**src/rtl/dlms_ph_pkg.sv**
```systemverilog
package dlms_ph_pkg;

  localparam int DefMaxTitleBytes = 8;

  localparam int PhaseW  = 4;
  localparam int CountW  = 17;
  localparam int StatusW = 3;

  // parser phases
  localparam logic [PhaseW-1:0] PH_VER      = 4'd0;
  localparam logic [PhaseW-1:0] PH_SRC      = 4'd1;
  localparam logic [PhaseW-1:0] PH_DST      = 4'd2;
  localparam logic [PhaseW-1:0] PH_WLEN     = 4'd3;
  localparam logic [PhaseW-1:0] PH_TAG      = 4'd4;
  localparam logic [PhaseW-1:0] PH_TLEN     = 4'd5;
  localparam logic [PhaseW-1:0] PH_TLEN_EXT = 4'd6;
  localparam logic [PhaseW-1:0] PH_TITLE    = 4'd7;
  localparam logic [PhaseW-1:0] PH_CLEN     = 4'd8;
  localparam logic [PhaseW-1:0] PH_CLEN_EXT = 4'd9;
  localparam logic [PhaseW-1:0] PH_SEC      = 4'd10;
  localparam logic [PhaseW-1:0] PH_FC       = 4'd11;
  localparam logic [PhaseW-1:0] PH_PAYLOAD  = 4'd12;

  // status codes
  localparam logic [StatusW-1:0] ST_OK    = 3'd0;
  localparam logic [StatusW-1:0] ST_WLEN  = 3'd1;
  localparam logic [StatusW-1:0] ST_TAG   = 3'd2;
  localparam logic [StatusW-1:0] ST_BER   = 3'd3;
  localparam logic [StatusW-1:0] ST_CLEN  = 3'd4;
  localparam logic [StatusW-1:0] ST_TRUNC = 3'd5;
  localparam logic [StatusW-1:0] ST_TITLE = 3'd6;

  // security modes
  localparam logic [1:0] SEC_NONE     = 2'd0;
  localparam logic [1:0] SEC_AUTH     = 2'd1;
  localparam logic [1:0] SEC_ENC      = 2'd2;
  localparam logic [1:0] SEC_AUTH_ENC = 2'd3;

  // byte codes
  localparam logic [7:0] TAG_GLO_CIPHER = 8'hDB;
  localparam logic [7:0] BER_SHORT_MAX  = 8'h80;
  localparam logic [7:0] BER_LONG1      = 8'h81;
  localparam logic [7:0] BER_LONG2      = 8'h82;
  localparam logic [7:0] BER_LONG4      = 8'h84;
  localparam logic [7:0] SC_AUTH        = 8'h10;
  localparam logic [7:0] SC_ENC         = 8'h20;
  localparam logic [7:0] SC_AUTH_ENC    = 8'h30;

  localparam logic [CountW-1:0] COUNT_MAX     = 17'h1FFFF;
  localparam logic [CountW-1:0] WRAP_HDR_SIZE = 17'd8;

endpackage

```
**src/rtl/dlms_push_header_parser.sv**
```systemverilog
// DLMS wrapper push header parser. Takes one packet byte per cycle with a last
// flag and returns one result per packet, carrying the wrapper header fields,
// the general-glo-ciphering system title, security mode, frame counter and a
// status code. An accepted byte sits in the input register, from which the field
// state machine updates and, for a last byte, loads the result register, so a
// result is registered after its last byte is accepted; a new byte is accepted
// in every cycle that is not stalled. The only stall comes from a
// held result: a last byte waits in the input register while the previous
// result is stalled at the output. Payload bytes after the header are counted
// only. The parser returns to its initial state after every last byte.
module dlms_push_header_parser #(
  parameter int MAX_TITLE_BYTES = dlms_ph_pkg::DefMaxTitleBytes
) (
  input  logic        clk,
  input  logic        rst_n,
  input  logic        in_valid,
  output logic        in_stall,
  input  logic [7:0]  in_data_byte,
  input  logic        in_last,
  output logic        out_valid,
  input  logic        out_stall,
  output logic [2:0]  out_status,
  output logic [15:0] out_version,
  output logic [15:0] out_source_addr,
  output logic [15:0] out_dest_addr,
  output logic [1:0]  out_security_mode,
  output logic [31:0] out_frame_counter,
  output logic [63:0] out_system_title,
  output logic [3:0]  out_title_length
);

  localparam logic [3:0]  MaxTitle4  = 4'(MAX_TITLE_BYTES);
  localparam logic [31:0] MaxTitle32 = 32'(MAX_TITLE_BYTES);

  // input register
  logic       s1_valid_r;
  logic [7:0] s1_byte_r;
  logic       s1_last_r;

  // parser state
  logic [3:0]  phase_r, phase_nxt;
  logic [16:0] byte_cnt_r, byte_cnt_nxt;
  logic [1:0]  idx_r, idx_nxt;
  logic [15:0] wlen_r, wlen_nxt;
  logic [31:0] ber_len_r, ber_len_nxt;
  logic [2:0]  ber_left_r, ber_left_nxt;
  logic [63:0] title_r, title_nxt;
  logic [3:0]  title_cnt_r, title_cnt_nxt;
  logic [15:0] ver_r, ver_nxt;
  logic [15:0] src_r, src_nxt;
  logic [15:0] dst_r, dst_nxt;
  logic [1:0]  sec_r, sec_nxt;
  logic [31:0] fc_r, fc_nxt;
  logic [2:0]  err_r, err_nxt;

  // result register
  logic        out_valid_r;
  logic [2:0]  status_r, status_nxt;
  logic [15:0] o_ver_r, o_src_r, o_dst_r;
  logic [1:0]  o_sec_r;
  logic [31:0] o_fc_r;
  logic [63:0] o_title_r;
  logic [3:0]  o_tlen_r;

  logic       proc_go;
  logic       in_accept;
  logic       stopped;
  logic       hdr16;
  logic       do_start;
  logic [2:0] left_dec;
  logic [7:0] b;

  assign b         = s1_byte_r;
  assign proc_go   = s1_valid_r && (!s1_last_r || !out_valid_r || !out_stall);
  assign in_stall  = s1_valid_r && !proc_go;
  assign in_accept = in_valid && !in_stall;
  assign stopped   = (err_r == dlms_ph_pkg::ST_TAG) || (err_r == dlms_ph_pkg::ST_BER);

  always_comb begin
    phase_nxt     = phase_r;
    idx_nxt       = idx_r;
    wlen_nxt      = wlen_r;
    ber_len_nxt   = ber_len_r;
    ber_left_nxt  = ber_left_r;
    title_nxt     = title_r;
    title_cnt_nxt = title_cnt_r;
    ver_nxt       = ver_r;
    src_nxt       = src_r;
    dst_nxt       = dst_r;
    sec_nxt       = sec_r;
    fc_nxt        = fc_r;
    err_nxt       = err_r;
    hdr16         = 1'b0;
    do_start      = 1'b0;
    left_dec      = 3'd0;
    byte_cnt_nxt  = (byte_cnt_r != dlms_ph_pkg::COUNT_MAX) ? byte_cnt_r + 17'd1 : byte_cnt_r;

    if (!stopped) begin
      // everything from the security byte on counts against the cipher length
      if (phase_r >= dlms_ph_pkg::PH_SEC) begin
        if (ber_len_r == 32'd0) begin
          if (err_nxt == dlms_ph_pkg::ST_OK) err_nxt = dlms_ph_pkg::ST_CLEN;
        end else begin
          ber_len_nxt = ber_len_r - 32'd1;
        end
      end
      case (phase_r)
        dlms_ph_pkg::PH_VER: begin
          ver_nxt = {ver_r[7:0], b};
          hdr16   = 1'b1;
        end
        dlms_ph_pkg::PH_SRC: begin
          src_nxt = {src_r[7:0], b};
          hdr16   = 1'b1;
        end
        dlms_ph_pkg::PH_DST: begin
          dst_nxt = {dst_r[7:0], b};
          hdr16   = 1'b1;
        end
        dlms_ph_pkg::PH_WLEN: begin
          wlen_nxt = {wlen_r[7:0], b};
          hdr16    = 1'b1;
        end
        dlms_ph_pkg::PH_TAG: begin
          if (b == dlms_ph_pkg::TAG_GLO_CIPHER) begin
            phase_nxt = dlms_ph_pkg::PH_TLEN;
          end else if (err_nxt == dlms_ph_pkg::ST_OK) begin
            err_nxt = dlms_ph_pkg::ST_TAG;
          end
        end
        dlms_ph_pkg::PH_TLEN, dlms_ph_pkg::PH_CLEN: begin
          if (b <= dlms_ph_pkg::BER_SHORT_MAX) begin
            ber_len_nxt = {24'd0, b};
            if (phase_r == dlms_ph_pkg::PH_TLEN) do_start = 1'b1;
            else phase_nxt = dlms_ph_pkg::PH_SEC;
          end else if (b == dlms_ph_pkg::BER_LONG1 || b == dlms_ph_pkg::BER_LONG2 ||
                       b == dlms_ph_pkg::BER_LONG4) begin
            ber_len_nxt  = 32'd0;
            ber_left_nxt = (b == dlms_ph_pkg::BER_LONG1) ? 3'd1 :
                           (b == dlms_ph_pkg::BER_LONG2) ? 3'd2 : 3'd4;
            phase_nxt    = phase_r + 4'd1;
          end else if (err_nxt == dlms_ph_pkg::ST_OK) begin
            err_nxt = dlms_ph_pkg::ST_BER;
          end
        end
        dlms_ph_pkg::PH_TLEN_EXT, dlms_ph_pkg::PH_CLEN_EXT: begin
          ber_len_nxt  = {ber_len_r[23:0], b};
          left_dec     = (ber_left_r != 3'd0) ? ber_left_r - 3'd1 : 3'd0;
          ber_left_nxt = left_dec;
          if (left_dec == 3'd0) begin
            if (phase_r == dlms_ph_pkg::PH_TLEN_EXT) do_start = 1'b1;
            else phase_nxt = dlms_ph_pkg::PH_SEC;
          end
        end
        dlms_ph_pkg::PH_TITLE: begin
          if (title_cnt_r < MaxTitle4) begin
            title_nxt     = {title_r[55:0], b};
            title_cnt_nxt = title_cnt_r + 4'd1;
          end
          if (ber_len_r != 32'd0) ber_len_nxt = ber_len_r - 32'd1;
          if (ber_len_nxt == 32'd0) phase_nxt = dlms_ph_pkg::PH_CLEN;
        end
        dlms_ph_pkg::PH_SEC: begin
          if (b == dlms_ph_pkg::SC_AUTH) sec_nxt = dlms_ph_pkg::SEC_AUTH;
          else if (b == dlms_ph_pkg::SC_ENC) sec_nxt = dlms_ph_pkg::SEC_ENC;
          else if (b == dlms_ph_pkg::SC_AUTH_ENC) sec_nxt = dlms_ph_pkg::SEC_AUTH_ENC;
          else sec_nxt = dlms_ph_pkg::SEC_NONE;
          phase_nxt = dlms_ph_pkg::PH_FC;
        end
        dlms_ph_pkg::PH_FC: begin
          fc_nxt  = {fc_r[23:0], b};
          idx_nxt = idx_r + 2'd1;
          if (idx_r == 2'd3) phase_nxt = dlms_ph_pkg::PH_PAYLOAD;
        end
        default: begin
        end
      endcase

      if (hdr16) begin
        idx_nxt = idx_r + 2'd1;
        if (idx_r == 2'd1) begin
          idx_nxt   = 2'd0;
          phase_nxt = phase_r + 4'd1;
        end
      end

      if (do_start) begin
        if (ber_len_nxt > MaxTitle32 && err_nxt == dlms_ph_pkg::ST_OK) begin
          err_nxt = dlms_ph_pkg::ST_TITLE;
        end
        phase_nxt = (ber_len_nxt == 32'd0) ? dlms_ph_pkg::PH_CLEN : dlms_ph_pkg::PH_TITLE;
      end
    end
  end

  always_comb begin
    if (phase_nxt <= dlms_ph_pkg::PH_WLEN) begin
      status_nxt = dlms_ph_pkg::ST_TRUNC;
    end else if (byte_cnt_nxt != {1'b0, wlen_nxt} + dlms_ph_pkg::WRAP_HDR_SIZE) begin
      status_nxt = dlms_ph_pkg::ST_WLEN;
    end else if (err_nxt != dlms_ph_pkg::ST_OK) begin
      status_nxt = err_nxt;
    end else if (phase_nxt >= dlms_ph_pkg::PH_SEC && ber_len_nxt != 32'd0) begin
      status_nxt = dlms_ph_pkg::ST_CLEN;
    end else if (phase_nxt < dlms_ph_pkg::PH_PAYLOAD) begin
      status_nxt = dlms_ph_pkg::ST_TRUNC;
    end else begin
      status_nxt = dlms_ph_pkg::ST_OK;
    end
  end

  always_ff @(posedge clk) begin
    if (!rst_n) begin
      s1_valid_r <= 1'b0;
    end else if (in_accept) begin
      s1_valid_r <= 1'b1;
    end else if (proc_go) begin
      s1_valid_r <= 1'b0;
    end
  end

  always_ff @(posedge clk) begin
    if (in_accept) begin
      s1_byte_r <= in_data_byte;
      s1_last_r <= in_last;
    end
  end

  always_ff @(posedge clk) begin
    if (!rst_n || (proc_go && s1_last_r)) begin
      phase_r     <= dlms_ph_pkg::PH_VER;
      byte_cnt_r  <= '0;
      idx_r       <= '0;
      wlen_r      <= '0;
      ber_len_r   <= '0;
      ber_left_r  <= '0;
      title_r     <= '0;
      title_cnt_r <= '0;
      ver_r       <= '0;
      src_r       <= '0;
      dst_r       <= '0;
      sec_r       <= '0;
      fc_r        <= '0;
      err_r       <= dlms_ph_pkg::ST_OK;
    end else if (proc_go) begin
      phase_r     <= phase_nxt;
      byte_cnt_r  <= byte_cnt_nxt;
      idx_r       <= idx_nxt;
      wlen_r      <= wlen_nxt;
      ber_len_r   <= ber_len_nxt;
      ber_left_r  <= ber_left_nxt;
      title_r     <= title_nxt;
      title_cnt_r <= title_cnt_nxt;
      ver_r       <= ver_nxt;
      src_r       <= src_nxt;
      dst_r       <= dst_nxt;
      sec_r       <= sec_nxt;
      fc_r        <= fc_nxt;
      err_r       <= err_nxt;
    end
  end

  always_ff @(posedge clk) begin
    if (!rst_n) begin
      out_valid_r <= 1'b0;
    end else if (proc_go && s1_last_r) begin
      out_valid_r <= 1'b1;
    end else if (!out_stall) begin
      out_valid_r <= 1'b0;
    end
  end

  // fields whose bytes never all arrived read as zero
  always_ff @(posedge clk) begin
    if (proc_go && s1_last_r) begin
      status_r  <= status_nxt;
      o_ver_r   <= (phase_nxt > dlms_ph_pkg::PH_VER) ? ver_nxt : 16'd0;
      o_src_r   <= (phase_nxt > dlms_ph_pkg::PH_SRC) ? src_nxt : 16'd0;
      o_dst_r   <= (phase_nxt > dlms_ph_pkg::PH_DST) ? dst_nxt : 16'd0;
      o_sec_r   <= (phase_nxt > dlms_ph_pkg::PH_SEC) ? sec_nxt : dlms_ph_pkg::SEC_NONE;
      o_fc_r    <= (phase_nxt >= dlms_ph_pkg::PH_PAYLOAD) ? fc_nxt : 32'd0;
      o_title_r <= (phase_nxt > dlms_ph_pkg::PH_TITLE) ? title_nxt : 64'd0;
      o_tlen_r  <= (phase_nxt > dlms_ph_pkg::PH_TITLE) ? title_cnt_nxt : 4'd0;
    end
  end

  assign out_valid         = out_valid_r;
  assign out_status        = status_r;
  assign out_version       = o_ver_r;
  assign out_source_addr   = o_src_r;
  assign out_dest_addr     = o_dst_r;
  assign out_security_mode = o_sec_r;
  assign out_frame_counter = o_fc_r;
  assign out_system_title  = o_title_r;
  assign out_title_length  = o_tlen_r;

endmodule

```
**config.mk**
```make
export PLATFORM = sky130hd
export DESIGN_NAME = dlms_push_header_parser
export DESIGN_NICKNAME = d
export VERILOG_FILES = /design/src/rtl/dlms_ph_pkg.sv /design/src/rtl/dlms_push_header_parser.sv
export SDC_FILE = /design/constraint.sdc
export NUM_CORES = 1
export LEC_CHECK = 0
export ABC_AREA = 1
export BUFFER_PORTS_ARGS = -buffer_cell sky130_fd_sc_hd__buf_2
export CORE_UTILIZATION = 40
export DETAILED_ROUTE_END_ITERATION = 8
export HOLD_SLACK_MARGIN = 0.06
export SLEW_MARGIN = 0
export SYNTH_ARGS = -nofsm -noshare
export SYNTH_HDL_FRONTEND = slang
export SYNTH_SLANG_ARGS = --single-unit
```
**constraint.sdc**
```tcl
create_clock -name clk -period 4.5 [get_ports clk]
set_clock_uncertainty 0.15 [all_clocks]
set_input_delay 0.9 -clock clk [delete_from_list [all_inputs] [get_ports clk]]
set_output_delay 0.9 -clock clk [all_outputs]
set_load 0.01 [all_outputs]
```
After elaboration in Yosys (flattened, before gate mapping):

Cells that the tools add are included.

* register bits: 391
* output and inout port bits: 155
* word-level logic and storage cells: 199

* order comparisons: 13
* reductions and logical operators: 39
* equality and inequality tests: 27
* bitwise operators: 1
* add/subtract/negate cells: 7
* muxes and demuxes: 85

Operators with widths (number)
* two-way mux 32 bit: 11
* two-way mux 64 bit: 3
* two-way mux 16 bit: 8
* zero test 32 bit: 3
* one-hot mux 32 bit (3 select lines): 1
* two-way mux 3 bit: 22
* two-way mux 4 bit: 16
* nonzero test 32 bit: 2
* == test 8 bit (second input constant): 4
* > comparator 32 x 4 -> 1 bit (second input constant): 1
* subtractor 32 x 1 -> 32 bit (second input constant): 1
* one-hot mux 4 bit (6 select lines): 1
* adder 16 x 4 -> 17 bit (second input constant): 1
* adder 17 x 1 -> 17 bit (second input constant): 1
* two-way mux 17 bit: 1
* inequality test 17 bit: 1
* inequality test 17 bit (second input constant): 1
* == test 4 x 3 -> 1 bit (second input constant): 4
* == test 4 bit (second input constant): 4
* == test 8 x 6 -> 1 bit (second input constant): 2
* two-way mux 2 bit: 8
* greater-or-equal comparator 4 bit (second input constant): 3
* zero test 3 bit: 4
* one-hot mux 3 bit (2 select lines): 2
* 31 further kinds: 67

Longest topological paths before layout:

* depth in word-level cells: 19
* depth in mapped cells: 29

Least setup slack after synthesis:

OpenSTA, ideal clock, no wires.

* path kind: input port to flip-flop
* start: input port out_stall
* end: register o_dst_r[0], in the netlist out_dest_addr[0], enable pin
* stages on the path: 7
* arrival: 4235 ps
* slack: -391 ps
* path through: nand2_1 inv_1 nand2_1 nand2_1 inv_1 nand2_1 inv_1

* cells in the longest elaborated chain, start to end: 4

RTL lines
* from (decl): RTL line dlms_push_header_parser.sv:21 `input logic out_stall,`
* zero test 1 bit
* logical OR 1 bit: RTL line dlms_push_header_parser.sv:74 `assign proc_go = s1_valid_r && (!s1_last_r || !out_valid_r || !out_stall);`
* logical AND 1 bit: RTL line dlms_push_header_parser.sv:74
* logical AND 1 bit: RTL line dlms_push_header_parser.sv:275 `if (proc_go && s1_last_r) begin`
* to (signal assigned): RTL line dlms_push_header_parser.sv:279 `o_dst_r <= (phase_nxt > dlms_ph_pkg::PH_DST) ? dst_nxt : 16'd0;`
* to (decl): RTL line dlms_push_header_parser.sv:59 `logic [15:0] o_ver_r, o_src_r, o_dst_r;`

No other way between the ends.
A chain may end at the register's enable or synchronous reset.

Final worst setup path:

* start: register s1_byte_r[3], in the netlist b[3]
* end: register o_ver_r[0], in the netlist out_version[0] (data pin)

* cells in the longest elaborated chain, start to end: 12
* elaborated cells on any way between the ends: 25
* those cells by class: order compare (2); eq/ne (4); mux (16); reduce/logical (3)

RTL lines
* from (decl): RTL line dlms_push_header_parser.sv:37 `logic [7:0] s1_byte_r;`
* from (signal assigned): RTL line dlms_push_header_parser.sv:224 `s1_byte_r <= in_data_byte;`
* branches (longest 9 deep; another with <= comparator 8 bit)
* two-way mux 4 bit *: RTL line dlms_push_header_parser.sv:187 `if (do_start) begin`
* two-way mux 4 bit *: RTL line dlms_push_header_parser.sv:98 `if (!stopped) begin`
* > comparator 4 x 1 -> 1 bit *: RTL line dlms_push_header_parser.sv:277 `o_ver_r <= (phase_nxt > dlms_ph_pkg::PH_VER) ? ver_nxt : 16'd0;`
* to (signal assigned): RTL line dlms_push_header_parser.sv:277
* to (decl): RTL line dlms_push_header_parser.sv:59

Every way passes the cells marked *. The select of a mux whose other input is x is not followed.

==> summary.md <==
| Metric | Value |
|---|---|
| Run status | finished clean |
| Post-Syn Instances | 2853 |
| Synth Flop Type | dfxtp_1 |
| Hold Crit Class | flop to flop |
| H-tree depth | 2 |
| Met3 usage | 3.15% |
| Pwr Density | 378 nW/um^2 |
| CP arrival | 4.38 ns |
| CP max stage cell | edfxtp_1 |
| Avg WL per Cell | 17.4 microns |
| Die height | 231 microns |
| Slew Viols, Final | 0 |
| Critical path class | flop to flop |
| Post-synth EDFFs | 162 |
| Clock Power Share | 37.8% |
| Synthesized area per cell | 7.36 sq um |
| Logic pwr share | 18.2% |
| Fin cells | 3710 |
| Clock Pin Slew Worst Setup and Hold Paths | 0.06 ns |
| Iter 0 DRT Violations | 1660 |
| Met2 Usage GRT | 38.3% |
| CP dominant cell by count | nand2_1 |
| Sequential fraction of design power | 44.0% |
| Worst Path Required | 4.65 ns |
| Hold Crit Endpoint | idx_r[0] |
| Die Width | 231 microns |
| Setup ws final | 0.271 ns |
| Post-Route WL | 64.4 mm |
| Worst IR drop on VDD | 202 uV |
| First-pass GRT wire length | 100 mm |
| Int Power | 6.34 mW |
| Syn. warnings | 0 |
| I/O Buffers | 167 |
| Post-DP HPWL | 45.6 mm |
| Via Count | 19200 |
| Transition time at the pin with the least slew margin | 1.08 ns |
| GR peak layer | met2 |
| CP cell instances | clkinvlp_4 > nand3_1 > nor2_1 > nor2_2 > nand3_2 > nand2_2 > buf_12 > nand2_1 > nand2_1 > inv_1 > nand2_1 > nor2_1 > nand2_1 > nor2_2 > nand2_2 > a21oi_4 > nand2_2 > nand2_4 > buf_4 > nor3_4 > buf_12 > nor2_1 |
| Core Area | 51600 sq um |
| NumNets Final | 3022 |
| Final GP Congestion | 1.05 |
| Crit end category | flop |
| Setup Viol. Count Final | 0 |
| Post-route ant nets | 0 |
| Placed cells | 3622 |
| Seq/Total Area, Yosys | 45.0% |
| R2R depth | 22 |
| Fin crit period | 4.23 ns |
| Die area | 53400 sq um |
| Switch Pwr | 2.78 mW |
| CP max FO | 16 |
| Yosys cell types | 50 |
| Setup_tns | 0 ns |
| Total Routing Usage GR | 23.8% |
| Async SR Flop Fraction | 0% |
| Diodes inserted | 0 |
| Fmax | 0.236 GHz |
| Crit-path max cell delay | 0.62 ns |
| Clock net sink count | 391 |
| Syn Std Cell Area | 21000 sq um |
| Final core utilization | 46.8% |
| Final Hold Vio Count | 0 |
| P_leak | 11.0 nW |
| Worst r2r dst | out_version[0] |
| Unrepaired setup endpoints after global routing | no |
| Initial Util | 40.7% |
| Design Area, Final | 24100 sq um |
| Root buffer cell | clkbuf_16 |
| Final period util | 94.0% |
| TritonCTS buffer count | 44 |
| Worst slack, placed | 0.181 ns |
| Total Power | 9.12 mW |
| Global route total overflow | 0 |
| Min-delay src | idx_r[0] |
| Largest net degree at the start of global routing | 224 |
| Clock buffer depth | 3 |
| Share of cells above drive strength 1 | 13.2% |
| Met1 Track Usage GR | 33.4% |
| Vias per cell | 5.17 |
| Crit start category | flop |
| Layout area overhead | 14.9% |
| R2r setup slk | 0.27 ns |
| Seq cells post-synth | 391 |
| Post-place instance area | 22700 sq um |
| Row cnt | 83 |
| Fillers | 5155 |
| Vias in the first global route | 17600 |
| Reg2reg start | b[3] |
| Hold-critical path depth | 1 |
| Syn nets | 2881 |
| Max cap viols | 0 |
| Drt pass-1 iters | 7 |
| Number of top-level pins | 168 |
| Initial antenna violation count | 0 |
| WHS | 0.344 ns |
| DR DRC count | 0 |
| CTS tree | yes |
| Switching Share | 30.5% |
| Worst skew pair latency | 0.58 ns |
| Slew HR | 27.8% |
sequential cells by signal (all words and copies together), names as in the netlist, 8 cells and up:
signal and count:
out_dest_addr 16, ber_len_r 32, dst_r 16, title_r 64, out_source_addr 16, byte_cnt_r 17, b 8, out_frame_counter 32
fc_r 32, ver_r 16, out_version 16, wlen_r 16, src_r 16, out_system_title 64
power groups by stage:
| stage | clock, mW | combinational [mW] | sequential, mW |
|---|---|---|---|
| after global routing | 3.68 | 1.84 | 4.03 |
| after floorplan | 0 | 1.11 | 4.06 |
| after CTS | 3.54 | 1.64 | 4.01 |
| after detailed placement | 0 | 1.63 | 4.09 |
| after global placement | 0 | 1.62 | 4.08 |
| final | 3.45 | 1.66 | 4.01 |
what timing repair did:
item	4_1_cts	5_1_grt
buffers inserted	0	6
gates resized for setup	0	4
endpoints found under the setup margin	0	81
hold buffers	0	0
cell usage in the layout (no fill, tap or decap), types with 15 or more instances in the layout:
| cell | n |
|---|---|
| dfxtp_1 | 229 |
| inv_1 | 415 |
| a21oi_1 | 117 |
| ha_1 | 15 |
| clkbuf_16 | 46 |
| nand3_1 | 98 |
| o21ai_0 | 266 |
| buf_4 | 62 |
| o211ai_1 | 139 |
| nand4_1 | 21 |
| nand2_1 | 660 |
| edfxtp_1 | 162 |
| nor2_1 | 364 |
| xor2_1 | 34 |
| nor2_2 | 32 |
| mux2i_1 | 28 |
| buf_2 | 167 |
how the worst max path moves through the flow:
stage | startpoint | to | slack (ns) | depth (start not counted)
after detailed placement | b[1] | out_version[14] | 0.18 | 24
final | b[3] | out_version[0] | 0.27 | 22
after global routing | phase_r[3] | out_status[0] | 0.02 | 19
after floorplan | out_stall | out_dest_addr[0] | 0.36 | 7
after CTS | b[2] | out_version[1] | 0.15 | 22
after global placement | b[2] | out_version[4] | 0.13 | 22
cell type report:
cell class                 instances  area, sq um  area share, %
inverter                         429         1630           6.76
clock buffer                      61         1240           5.13
multi-input combinational       1887         9290           38.5
sequential                       391         9450           39.1
tap                              680          851           3.52
clock inverter                    21          131          0.544
timing repair buffer             241         1540           6.39
cells by family (layout without fill, tap and decap cells):
group,Yosys count,after routing,synth area share (%)
DFF,391,391,45.0
muxes,28,28,1.33
adders and majority gates,15,15,0.893
buffers and inverters,575,752,10.9
xor gates and xnor gates,42,42,1.75
AOI/OAI and AO/OA,564,564,15.6
and+or+nand+nor,1238,1238,24.6
routing by layer:
metal  wire length, microns  up-vias
met2                  29400      575
met3                   3560       85
met4                   1390        0
met1                  30100     9013
li1                       -     9498
met5                      0        -
synthesized netlist by cell type (9+ instances only):
library cell / number / area [sq um]
buf_1: 20 / 75.1
buf_6: 10 / 113
xor2_1: 34 / 298
buf_2: 15 / 75.1
nand3_1: 98 / 490
o22ai_1: 9 / 56.3
mux2i_1: 28 / 280
nor2_2: 30 / 188
o21ai_0: 266 / 1330
nand2_2: 12 / 75.1
clkbuf_1: 94 / 353
nor3_1: 14 / 70.1
dfxtp_1: 229 / 4580
ha_1: 15 / 188
nand2_1: 661 / 2480
nor2_1: 367 / 1380
a21oi_1: 117 / 586
nand4_1: 21 / 131
nor2_4: 10 / 113
inv_1: 419 / 1570
o211ai_1: 139 / 1040
edfxtp_1: 162 / 4860
critical path, delay by kind of cell (launching register included):
kind / cells / cell delay, ns
buffers and inverters: 5 / 0.90
DFF: 1 / 0.62
and+or+nand+nor: 16 / 2.17
AOI/OAI and AO/OA: 1 / 0.07
Note: power is estimated with default switching activity, not from simulation.
